File: config.mk
export PLATFORM = sky130hd
export DESIGN_NAME = cascaded_byte_cipher
export DESIGN_NICKNAME = d
export VERILOG_FILES = /design/src/hw/rtl/cbc_pkg.sv /design/src/hw/rtl/cbc_subst.sv /design/src/hw/rtl/cascaded_byte_cipher.sv
export SDC_FILE = /design/constraint.sdc
export NUM_CORES = 2
export LEC_CHECK = 0
export ABC_AREA = 1
export BUFFER_PORTS_ARGS = -buffer_cell sky130_fd_sc_hd__buf_4
export CELL_PAD_IN_SITES_DETAIL_PLACEMENT = 0
export CELL_PAD_IN_SITES_GLOBAL_PLACEMENT = 1
export CORE_MARGIN = 2
export CORE_UTILIZATION = 52
export CTS_CLUSTER_DIAMETER = 200
export DETAILED_ROUTE_END_ITERATION = 6
export PLACE_DENSITY_LB_ADDON = 0.1
export RECOVER_POWER = 50
export SYNTH_ARGS = -nofsm -noshare
export SYNTH_HDL_FRONTEND = slang
export SYNTH_HIERARCHICAL = 1
export SYNTH_SLANG_ARGS = --single-unit
File: constraint.sdc
create_clock -name clk -period 6.7 [get_ports clk]
set_input_delay 0.67 -clock clk [delete_from_list [all_inputs] [get_ports clk]]
set_output_delay 0.67 -clock clk [all_outputs]
set_load 0.02 [all_outputs]
File: src/hw/rtl/cbc_pkg.sv
`default_nettype none

package cbc_pkg;

    // Store geometry
    localparam int KEY_DEPTH = 64;
    localparam int MSG_DEPTH = 64;
    localparam int TBL_DEPTH = 52;
    localparam int KEY_AW    = $clog2(KEY_DEPTH);
    localparam int MSG_AW    = $clog2(MSG_DEPTH);
    localparam int TBL_AW    = $clog2(TBL_DEPTH);
    localparam int CNT_W     = $clog2(MSG_DEPTH + 1);
    localparam int LEN_W     = 7;
    localparam int CFG_AW    = 3;

    // Input item modes
    localparam logic [1:0] MODE_LOAD_KEY = 2'd0;
    localparam logic [1:0] MODE_LOAD_SUB = 2'd1;
    localparam logic [1:0] MODE_ENCIPHER = 2'd2;
    localparam logic [1:0] MODE_DECIPHER = 2'd3;

    // Configuration register indexes
    localparam logic [CFG_AW-1:0] CFG_REVERSE    = 3'd0;
    localparam logic [CFG_AW-1:0] CFG_ROTATE     = 3'd1;
    localparam logic [CFG_AW-1:0] CFG_SUBSTITUTE = 3'd2;
    localparam logic [CFG_AW-1:0] CFG_XOR        = 3'd3;
    localparam logic [CFG_AW-1:0] CFG_ROT_AMOUNT = 3'd4;
    localparam logic [CFG_AW-1:0] CFG_KEY_LENGTH = 3'd5;

    // Character codes
    localparam logic [7:0] ROT_LO   = 8'd48;
    localparam logic [7:0] ROT_HI   = 8'd122;
    localparam logic [6:0] ROT_SPAN = 7'd75;
    localparam logic [7:0] LOWER_A  = 8'd97;
    localparam logic [7:0] LOWER_Z  = 8'd122;
    localparam logic [7:0] UPPER_A  = 8'd65;
    localparam logic [7:0] UPPER_Z  = 8'd90;
    localparam logic [7:0] CASE_LEN = 8'd26;

    typedef struct packed {
        logic              en;
        logic [TBL_AW-1:0] slot;
        logic [7:0]        letter;
    } sub_load_t;

    typedef struct packed {
        logic              en;
        logic              inverse;
        logic [TBL_AW-1:0] index;
    } sub_lookup_t;

    function automatic logic is_letter(input logic [7:0] c);
        return (c >= LOWER_A && c <= LOWER_Z) || (c >= UPPER_A && c <= UPPER_Z);
    endfunction

    // a..z -> 0..25, A..Z -> 26..51, anything else -> 0
    function automatic logic [TBL_AW-1:0] letter_index(input logic [7:0] c);
        logic [7:0] d;
        d = 8'd0;
        if (c >= LOWER_A && c <= LOWER_Z) begin
            d = c - LOWER_A;
        end
        else if (c >= UPPER_A && c <= UPPER_Z) begin
            d = c - UPPER_A + CASE_LEN;
        end
        return d[TBL_AW-1:0];
    endfunction

    function automatic logic [7:0] letter_of(input logic [TBL_AW-1:0] idx);
        logic [7:0] d;
        d = 8'(idx);
        return (d < CASE_LEN) ? (LOWER_A + d) : (UPPER_A + d - CASE_LEN);
    endfunction

    // Rotate codes 48..122 by r (r below 75); other codes pass
    function automatic logic [7:0] rotate_code(input logic [7:0] c, input logic [6:0] r);
        logic [7:0] t;
        t = (c - ROT_LO) + {1'b0, r};
        if (t >= {1'b0, ROT_SPAN}) begin
            t = t - {1'b0, ROT_SPAN};
        end
        return (c < ROT_LO || c > ROT_HI) ? c : (ROT_LO + t);
    endfunction

endpackage

`default_nettype wire

File: src/hw/rtl/cbc_subst.sv
`default_nettype none

// Forward and inverse letter substitution tables with registered reads.
module cbc_subst (
    input  logic                 clk,
    input  cbc_pkg::sub_load_t   load,
    input  cbc_pkg::sub_lookup_t lookup,
    output logic [7:0]           data
);
    import cbc_pkg::*;

    logic [7:0] fwd_mem [TBL_DEPTH];
    logic [7:0] inv_mem [TBL_DEPTH];
    logic [7:0] fwd_q_reg;
    logic [7:0] inv_q_reg;
    logic       inv_sel_reg;
    logic       fwd_we;
    logic       inv_we;

    // Drop loads to slots past the last letter
    assign fwd_we = load.en && (load.slot < TBL_AW'(TBL_DEPTH));
    assign inv_we = fwd_we && is_letter(load.letter);

    always_ff @(posedge clk)
    begin
        if (fwd_we)
        begin
            fwd_mem[load.slot] <= load.letter;
        end
        if (lookup.en && !lookup.inverse)
        begin
            fwd_q_reg <= fwd_mem[lookup.index];
        end
    end

    always_ff @(posedge clk)
    begin
        if (inv_we)
        begin
            inv_mem[letter_index(load.letter)] <= letter_of(load.slot);
        end
        if (lookup.en && lookup.inverse)
        begin
            inv_q_reg <= inv_mem[lookup.index];
        end
    end

    always_ff @(posedge clk)
    begin
        if (lookup.en)
        begin
            inv_sel_reg <= lookup.inverse;
        end
    end

    assign data = inv_sel_reg ? inv_q_reg : fwd_q_reg;

endmodule

`default_nettype wire

File: src/hw/rtl/cascaded_byte_cipher.sv
`default_nettype none

// Byte cipher cascade. Each input beat either loads a key byte (mode 0), loads a
// substitution entry (mode 1), or carries a message byte to encipher (mode 2) or
// decipher (mode 3). Enciphering runs reversal, rotation within codes 48..122,
// letter substitution and repeating-key XOR in that order; deciphering runs the
// inverses in the opposite order. Loads finish in the accepting cycle and give no
// result. With reversal off a message byte goes through S_MOD, which reduces the
// current key position by the key length until it lies below it, then S_A, S_B
// and, when deciphering, S_C before its result loads the output register; the
// chained registered reads of the key store and substitution tables set this
// order. With reversal on, each byte is buffered on acceptance and the last byte
// starts a readout pass: S_MOD first reduces the starting key position (n-1 when
// deciphering, 0 when enciphering), then each byte goes through S_FETCH, S_A, S_B
// and, when deciphering, S_C, n being the number of buffered bytes (at most 64).
// Bytes past 64 are dropped and the reversed message carries overflow on every
// beat. An output register holds each result until taken; processing stalls
// while it is full. Configuration writes are always accepted (cfg_ready is tied
// high) and should only happen while no message is in flight. Key and table
// entries read before being loaded return unspecified data.
module cascaded_byte_cipher (
    input  logic                       clk,
    input  logic                       rst_n,
    input  logic                       in_valid,
    output logic                       in_ready,
    input  logic [1:0]                 mode,
    input  logic [5:0]                 slot,
    input  logic [7:0]                 byte_in,
    input  logic                       last_in,
    output logic                       out_valid,
    input  logic                       out_ready,
    output logic [7:0]                 byte_out,
    output logic                       last_out,
    output logic                       overflow,
    input  logic                       cfg_valid,
    output logic                       cfg_ready,
    input  logic [cbc_pkg::CFG_AW-1:0] cfg_index,
    input  logic [6:0]                 cfg_data
);
    import cbc_pkg::*;

    localparam logic [2:0] S_IDLE  = 3'd0;
    localparam logic [2:0] S_MOD   = 3'd1;
    localparam logic [2:0] S_FETCH = 3'd2;
    localparam logic [2:0] S_A     = 3'd3;
    localparam logic [2:0] S_B     = 3'd4;
    localparam logic [2:0] S_C     = 3'd5;

    // Configuration
    logic             rev_en_reg;
    logic             rot_en_reg;
    logic             sub_en_reg;
    logic             xor_en_reg;
    logic [6:0]       rot_amt_reg;
    logic [LEN_W-1:0] key_len_reg;

    // Message state
    logic [2:0]        state_reg, state_next;
    logic [CNT_W-1:0]  byte_count_reg, byte_count_next;
    logic [KEY_AW-1:0] key_pos_reg, key_pos_next;
    logic              dropped_reg, dropped_next;

    // Working registers of the current pass
    logic              dec_reg, dec_next;
    logic              last_reg, last_next;
    logic              rev_pass_reg, rev_pass_next;
    logic              ovf_reg, ovf_next;
    logic [7:0]        byte_reg, byte_next;
    logic [7:0]        work_reg, work_next;
    logic [LEN_W-1:0]  rem_reg, rem_next;
    logic [MSG_AW-1:0] j_reg, j_next;

    // Output register
    logic       out_valid_reg, out_valid_next;
    logic [7:0] byte_out_reg, byte_out_next;
    logic       last_out_reg, last_out_next;
    logic       overflow_reg, overflow_next;

    // Memories
    logic [7:0] key_mem [KEY_DEPTH];
    logic [7:0] buf_mem [MSG_DEPTH];
    logic [7:0] key_q_reg;
    logic [7:0] buf_q_reg;

    logic              in_fire;
    logic              cfg_fire;
    logic              is_msg;
    logic              key_we;
    logic              buf_we;
    logic              key_re;
    logic              buf_re;
    logic [LEN_W-1:0]  kl;
    logic              xor_on;
    logic [6:0]        r_enc;
    logic [6:0]        r_dec;
    logic [7:0]        cur_byte;
    logic [7:0]        enc_rot;
    logic [7:0]        xor_val;
    logic [7:0]        sub_val;
    logic [7:0]        sub_data;
    logic [7:0]        enc_result;
    logic [7:0]        dec_result;
    logic              can_load;
    logic              out_load;
    logic              msg_end;
    logic [CNT_W-1:0]  count_inc;
    logic [CNT_W-1:0]  n_minus_1;
    sub_load_t         sub_load;
    sub_lookup_t       sub_lookup;

    assign in_ready  = (state_reg == S_IDLE);
    assign in_fire   = in_valid && in_ready;
    assign cfg_ready = 1'b1;
    assign cfg_fire  = cfg_valid && cfg_ready;
    assign is_msg    = (mode == MODE_ENCIPHER) || (mode == MODE_DECIPHER);

    // Key length in use saturates at the key store depth
    assign kl     = (key_len_reg > LEN_W'(KEY_DEPTH)) ? LEN_W'(KEY_DEPTH) : key_len_reg;
    assign xor_on = xor_en_reg && (kl != '0);
    assign r_enc  = (rot_amt_reg >= ROT_SPAN) ? (rot_amt_reg - ROT_SPAN) : rot_amt_reg;
    assign r_dec  = (r_enc == 7'd0) ? 7'd0 : (ROT_SPAN - r_enc);

    // Datapath
    assign cur_byte   = rev_pass_reg ? buf_q_reg : byte_reg;
    assign enc_rot    = rot_en_reg ? rotate_code(cur_byte, r_enc) : cur_byte;
    assign xor_val    = xor_on ? (work_reg ^ key_q_reg) : work_reg;
    assign sub_val    = (sub_en_reg && is_letter(work_reg)) ? sub_data : work_reg;
    assign enc_result = xor_on ? (sub_val ^ key_q_reg) : sub_val;
    assign dec_result = rot_en_reg ? rotate_code(sub_val, r_dec) : sub_val;

    // Store writes on load beats and buffered message beats
    assign key_we = in_fire && (mode == MODE_LOAD_KEY) && ({1'b0, slot} < LEN_W'(KEY_DEPTH));
    assign buf_we = in_fire && is_msg && rev_en_reg && (byte_count_reg < CNT_W'(MSG_DEPTH));
    assign key_re = (state_reg == S_A);
    assign buf_re = (state_reg == S_FETCH);

    assign sub_load.en     = in_fire && (mode == MODE_LOAD_SUB);
    assign sub_load.slot   = slot;
    assign sub_load.letter = byte_in;

    always_comb
    begin
        sub_lookup.en      = 1'b0;
        sub_lookup.inverse = 1'b0;
        sub_lookup.index   = letter_index(enc_rot);
        if (state_reg == S_A && !dec_reg)
        begin
            sub_lookup.en = 1'b1;
        end
        else if (state_reg == S_B && dec_reg)
        begin
            sub_lookup.en      = 1'b1;
            sub_lookup.inverse = 1'b1;
            sub_lookup.index   = letter_index(xor_val);
        end
    end

    cbc_subst u_subst (
        .clk    (clk),
        .load   (sub_load),
        .lookup (sub_lookup),
        .data   (sub_data)
    );

    always_ff @(posedge clk)
    begin
        if (key_we)
        begin
            key_mem[slot[KEY_AW-1:0]] <= byte_in;
        end
        if (key_re)
        begin
            key_q_reg <= key_mem[rem_reg[KEY_AW-1:0]];
        end
    end

    always_ff @(posedge clk)
    begin
        if (buf_we)
        begin
            buf_mem[byte_count_reg[MSG_AW-1:0]] <= byte_in;
        end
        if (buf_re)
        begin
            buf_q_reg <= buf_mem[j_reg];
        end
    end

    assign count_inc = buf_we ? (byte_count_reg + CNT_W'(1)) : byte_count_reg;
    assign n_minus_1 = count_inc - CNT_W'(1);
    assign can_load  = !out_valid_reg || out_ready;

    always_comb
    begin
        state_next      = state_reg;
        byte_count_next = byte_count_reg;
        key_pos_next    = key_pos_reg;
        dropped_next    = dropped_reg;
        dec_next        = dec_reg;
        last_next       = last_reg;
        rev_pass_next   = rev_pass_reg;
        ovf_next        = ovf_reg;
        byte_next       = byte_reg;
        work_next       = work_reg;
        rem_next        = rem_reg;
        j_next          = j_reg;
        out_valid_next  = out_valid_reg && !out_ready;
        byte_out_next   = byte_out_reg;
        last_out_next   = last_out_reg;
        overflow_next   = overflow_reg;
        out_load        = 1'b0;
        msg_end         = 1'b0;

        unique case (state_reg)
            S_IDLE:
            begin
                if (in_fire && is_msg)
                begin
                    dec_next = (mode == MODE_DECIPHER);
                    if (rev_en_reg)
                    begin
                        // Buffer the beat, or drop it once the buffer is full
                        byte_count_next = count_inc;
                        if (!buf_we)
                        begin
                            dropped_next = 1'b1;
                        end
                        if (last_in)
                        begin
                            rev_pass_next = 1'b1;
                            ovf_next      = !buf_we || dropped_reg;
                            j_next        = n_minus_1[MSG_AW-1:0];
                            rem_next      = (mode == MODE_DECIPHER) ? LEN_W'(n_minus_1) : '0;
                            state_next    = S_MOD;
                        end
                    end
                    else
                    begin
                        rev_pass_next = 1'b0;
                        ovf_next      = 1'b0;
                        byte_next     = byte_in;
                        last_next     = last_in;
                        rem_next      = LEN_W'(key_pos_reg);
                        state_next    = S_MOD;
                    end
                end
            end
            S_MOD:
            begin
                // Reduce the key position below the key length
                if (kl != '0 && rem_reg >= kl)
                begin
                    rem_next = rem_reg - kl;
                end
                else
                begin
                    state_next = rev_pass_reg ? S_FETCH : S_A;
                end
            end
            S_FETCH:
            begin
                state_next = S_A;
            end
            S_A:
            begin
                work_next  = dec_reg ? cur_byte : enc_rot;
                state_next = S_B;
            end
            S_B:
            begin
                if (dec_reg)
                begin
                    work_next  = xor_val;
                    state_next = S_C;
                end
                else
                begin
                    out_load      = can_load;
                    byte_out_next = can_load ? enc_result : byte_out_reg;
                end
            end
            S_C:
            begin
                out_load      = can_load;
                byte_out_next = can_load ? dec_result : byte_out_reg;
            end
            default:
            begin
                state_next = S_IDLE;
            end
        endcase

        if (out_load)
        begin
            out_valid_next = 1'b1;
            last_out_next  = rev_pass_reg ? (j_reg == '0) : last_reg;
            overflow_next  = rev_pass_reg && ovf_reg;
            if (rev_pass_reg && j_reg != '0)
            begin
                // Advance to the next byte in reversed order
                j_next     = j_reg - MSG_AW'(1);
                state_next = S_FETCH;
                if (dec_reg)
                begin
                    rem_next = (rem_reg == '0) ? (kl - LEN_W'(1)) : (rem_reg - LEN_W'(1));
                end
                else
                begin
                    rem_next = (rem_reg + LEN_W'(1) == kl) ? '0 : (rem_reg + LEN_W'(1));
                end
            end
            else
            begin
                state_next = S_IDLE;
                if (kl == '0 || rem_reg + LEN_W'(1) == kl)
                begin
                    key_pos_next = '0;
                end
                else
                begin
                    key_pos_next = KEY_AW'(rem_reg + LEN_W'(1));
                end
                if (rev_pass_reg || last_reg)
                begin
                    msg_end         = 1'b1;
                    byte_count_next = '0;
                    dropped_next    = 1'b0;
                    key_pos_next    = '0;
                end
            end
        end
    end

    always_ff @(posedge clk or negedge rst_n)
    begin
        if (!rst_n)
        begin
            state_reg      <= S_IDLE;
            byte_count_reg <= '0;
            key_pos_reg    <= '0;
            dropped_reg    <= 1'b0;
            dec_reg        <= 1'b0;
            last_reg       <= 1'b0;
            rev_pass_reg   <= 1'b0;
            ovf_reg        <= 1'b0;
            rem_reg        <= '0;
            j_reg          <= '0;
            out_valid_reg  <= 1'b0;
            last_out_reg   <= 1'b0;
            overflow_reg   <= 1'b0;
        end
        else
        begin
            state_reg      <= state_next;
            byte_count_reg <= byte_count_next;
            key_pos_reg    <= key_pos_next;
            dropped_reg    <= dropped_next;
            dec_reg        <= dec_next;
            last_reg       <= last_next;
            rev_pass_reg   <= rev_pass_next;
            ovf_reg        <= ovf_next;
            rem_reg        <= rem_next;
            j_reg          <= j_next;
            out_valid_reg  <= out_valid_next;
            last_out_reg   <= last_out_next;
            overflow_reg   <= overflow_next;
        end
    end

    // Payload registers hold data only
    always_ff @(posedge clk)
    begin
        byte_reg     <= byte_next;
        work_reg     <= work_next;
        byte_out_reg <= byte_out_next;
    end

    // Configuration register file
    always_ff @(posedge clk or negedge rst_n)
    begin
        if (!rst_n)
        begin
            rev_en_reg  <= 1'b0;
            rot_en_reg  <= 1'b0;
            sub_en_reg  <= 1'b0;
            xor_en_reg  <= 1'b0;
            rot_amt_reg <= '0;
            key_len_reg <= '0;
        end
        else if (cfg_fire)
        begin
            unique case (cfg_index)
                CFG_REVERSE:    rev_en_reg  <= cfg_data[0];
                CFG_ROTATE:     rot_en_reg  <= cfg_data[0];
                CFG_SUBSTITUTE: sub_en_reg  <= cfg_data[0];
                CFG_XOR:        xor_en_reg  <= cfg_data[0];
                CFG_ROT_AMOUNT: rot_amt_reg <= cfg_data;
                CFG_KEY_LENGTH: key_len_reg <= cfg_data;
                default:        ;
            endcase
        end
    end

    assign out_valid = out_valid_reg;
    assign byte_out  = byte_out_reg;
    assign last_out  = last_out_reg;
    assign overflow  = overflow_reg;

    a_count_bound: assert property (@(posedge clk) disable iff (!rst_n)
        byte_count_reg <= CNT_W'(MSG_DEPTH))
        else $error("byte count past buffer depth");

    a_end_clears: assert property (@(posedge clk) disable iff (!rst_n)
        msg_end |=> (byte_count_reg == '0 && !dropped_reg && key_pos_reg == '0))
        else $error("message state not cleared at end of message");

    a_key_reduced: assert property (@(posedge clk) disable iff (!rst_n)
        (state_reg == S_A) |-> (kl == '0 || rem_reg < kl))
        else $error("key position not reduced before key read");

    a_fetch_in_range: assert property (@(posedge clk) disable iff (!rst_n)
        (state_reg == S_FETCH) |-> (rev_pass_reg && CNT_W'(j_reg) < byte_count_reg))
        else $error("reversed readout outside buffered bytes");

endmodule

`default_nettype wire

==> reports/qor.csv <==
stage,metric,value,unit
die,rows,146,
synthesis,synth-edff-count,1913,
route,wl_met3,16800,um
clock_network,root_buffer,clkbuf_16,
synthesis,synth-seq-cells,1968,
synthesis,syn_area_per_cell,11.8,um^2
global_route,overflow,0,
route,ant_nets,0,
worst_setup_path,path_common_cell,clkbuf_1,
worst_setup_path,crit_chain,"clkbuf_1, clkbuf_1, clkbuf_2",
finish,drive_gt1_share,7.45,%
global_route,grt_pass1_vias,53300,
worst_setup_path,critical_path_class,primary input to register,
clock_network,clk_pin_slew,60,ps
finish,final_common_cell,edfxtp_1,
global_route,grt_start_max_net_pins,170,
route,drtIter0Drc,6015,
worst_setup_path,required,7120,ps
route,wl_met1,99400,um
timing,post-route-period-util,92.7,%
worst_setup_path,reg2regPathDepth,44,
timing,relSlewSlack,-185,%
worst_setup_path,cp-end-kind,register,
route,via_per_inst,5.98,
finish,area_growth_syn_to_layout,11.3,%
die,die-area,0.164,mm^2
route,wl_per_cell,24.9,um
flow_run,max_cap_violations,31,
die,start_util,52.5,%
route,top_layer_used,met4,
run_status,status,"finished, violations left",
finish,layout_common_cells,"edfxtp_1, nor2_1, nand2_1",
finish,finalNetCount,7211,
synthesis,yosysTopAreaCell,edfxtp_1,
worst_setup_path,max_stage_delay,2390,ps
synthesis,synth-async-reset-ratio,2.79,%
timing,finClkSkew,51.9,ps
global_route,grtUsageTotal,27.9,%
worst_setup_path,worst-path-buf-inv,3,
route,dr_wl_met2,111000,um
clock_network,cts_tree,yes,
placement,gp_congestion,0.854,
clock_network,clk_path_buf_depth,3,
die,die_w,404,um
timing,setup_viol_count_final,0,
timing,hold_violations,0,
worst_setup_path,rr_startpoint,rot_amt_reg[0],
finish,seq_area,0.0588,mm^2
clock_network,cts_buffers,199,
run_status,violations,"max-capacitance violations, max-slew violations",
synthesis,yosys_warnings,6,
placement,io_buffers,43,
die,die_y,404,um
hold_path,hold_path.class,primary input to register,
global_route,grt_pass1_wl,343000,um
hold_path,hp-start,cfg_data[4],
timing,tightest_slew,4280,ps
finish,multi_input_area,0.0221,mm^2
clock_network,htree_levels,4,
synthesis,syn_area,0.0834,mm^2
route,firstDrtPassIters,5,
synthesis,seq_area_frac_synth,70.5,%
worst_setup_path,critPathSlowestCell,clkbuf_1,
worst_setup_path,critPathArrivalTime,6630,ps
die,boundaryPins,45,
worst_setup_path,crit_start,byte_in[2],
worst_setup_path,cp_top_family,buffers and inverters,
synthesis,synth_flop_cell,edfxtp_1,
timing,maxSlewViolCount,1883,
worst_setup_path,start_kind,primary input,
synthesis,netlist.area_leader.share,68.9,%
die,core-area,0.159,mm^2
global_route,antenna_found_initial,5,
hold_path,min_path_cells,3,
timing,rsz0062_at_grt,false,
route,drcViolationCount,0,
worst_setup_path,cp_num_cells,3,
timing,fmax,0.161,GHz
placement,dp_hpwl,138000,um
synthesis,postSynthCellCount,7086,
route,num_vias,56000,
finish,fillers,12900,
worst_setup_path,cp_max_fo,69,
clock_network,clock_latency,840,ps
synthesis,yosysUniqueCellTypes,67,
timing,finalSetupTns,0,ps
route,drt_wl_total,233000,um
synthesis,synthTopCellsByArea,"edfxtp_1, o21ai_0, nor2_1, nand2_1, nand3_1",
timing,min_period,6210,ps
clock_network,clock-sinks,1968,
-- final timing paths --
kind / to / slack, ps
setup / recovery: buf_mem[41][2] / 490
hold / removal: rot_amt_reg[4] / 160
setup reg to reg: u_subst/inv_q_reg[7] / 550
hold reg to reg: last_out / 490
max in group asynchronous: rem_reg[1] / 2480
min in group asynchronous: sub_en_reg / 1620
-- layer usage --
layer / GRT usage, % / vias to the layer above
li1: - / 25700
met1: 40.2 / 27800
met2: 44.4 / 2107
met3: 4.07 / 378
met4: 8.05 / 0
met5: 0 / -
-- cell usage after synthesis, drive strengths merged (61+ instances only) --
cell,count
o211ai,99
nand3,604
o22ai,199
clkbuf,277
nand2,1001
inv,285
o21ai,868
a21oi,121
buf,133
nor2,1131
xor2,61
edfxtp,1913
o221ai,115
-- metrics by stage --
stage	hold WS, ps	utilization [%]	setup WS, ps	area [um^2]	std cells
5_1_grt	148	58.5	1.14	92800	9358
4_1_cts	113	58.2	157	92500	9328
3_5_place_dp	470	54.3	172	86300	8962
2_1_floorplan	374	-	1240	83600	7137
3_3_place_gp	466	54.3	164	86300	8962
6_report	159	58.5	491	92800	9360
-- logic make-up after synthesis --
family | Yosys count | share of synthesized area [%]
simple gates | 2817 | 14.1
flops | 1968 | 70.5
fa+ha+maj | 58 | 0.897
compound gates | 1460 | 10.2
buf+inv | 699 | 3.40
mux | 8 | 0.108
other cells | 2 | 0.00901
xor+xnor | 74 | 0.795
-- area by class of cell --
type	instances	share of cell area, %
flip-flops and latches	1968	63.4
multi-input cells	4470	23.8
clock buffers	259	5.69
well taps	2072	2.79
repair buffers	191	2.05
inverters	289	1.23
clock inverters	105	0.969
repair inverters	2	0.0189
diodes	4	0.0108
-- worst register-to-register path: cells and delay by family (launching register included) --
kind | cells | cell delay, ps
AOI/OAI and AO/OA | 4 | 580
xor gates and xnor gates | 1 | 160
adders and majority gates | 4 | 1230
buffers and inverters | 7 | 850
DFF | 1 | 440
and+or+nand+nor | 28 | 2710
-- repair_timing --
item | CTS | global route
buffers inserted | 0 | 15
endpoints found under the hold margin | 56 | 0
gates resized for setup | 0 | 47
setup endpoints to repair | 0 | 16
hold buffers | 2 | 0
Power is not shown: default switching activity piles up to over one toggle a cycle in this logic, so the estimate is an artifact.
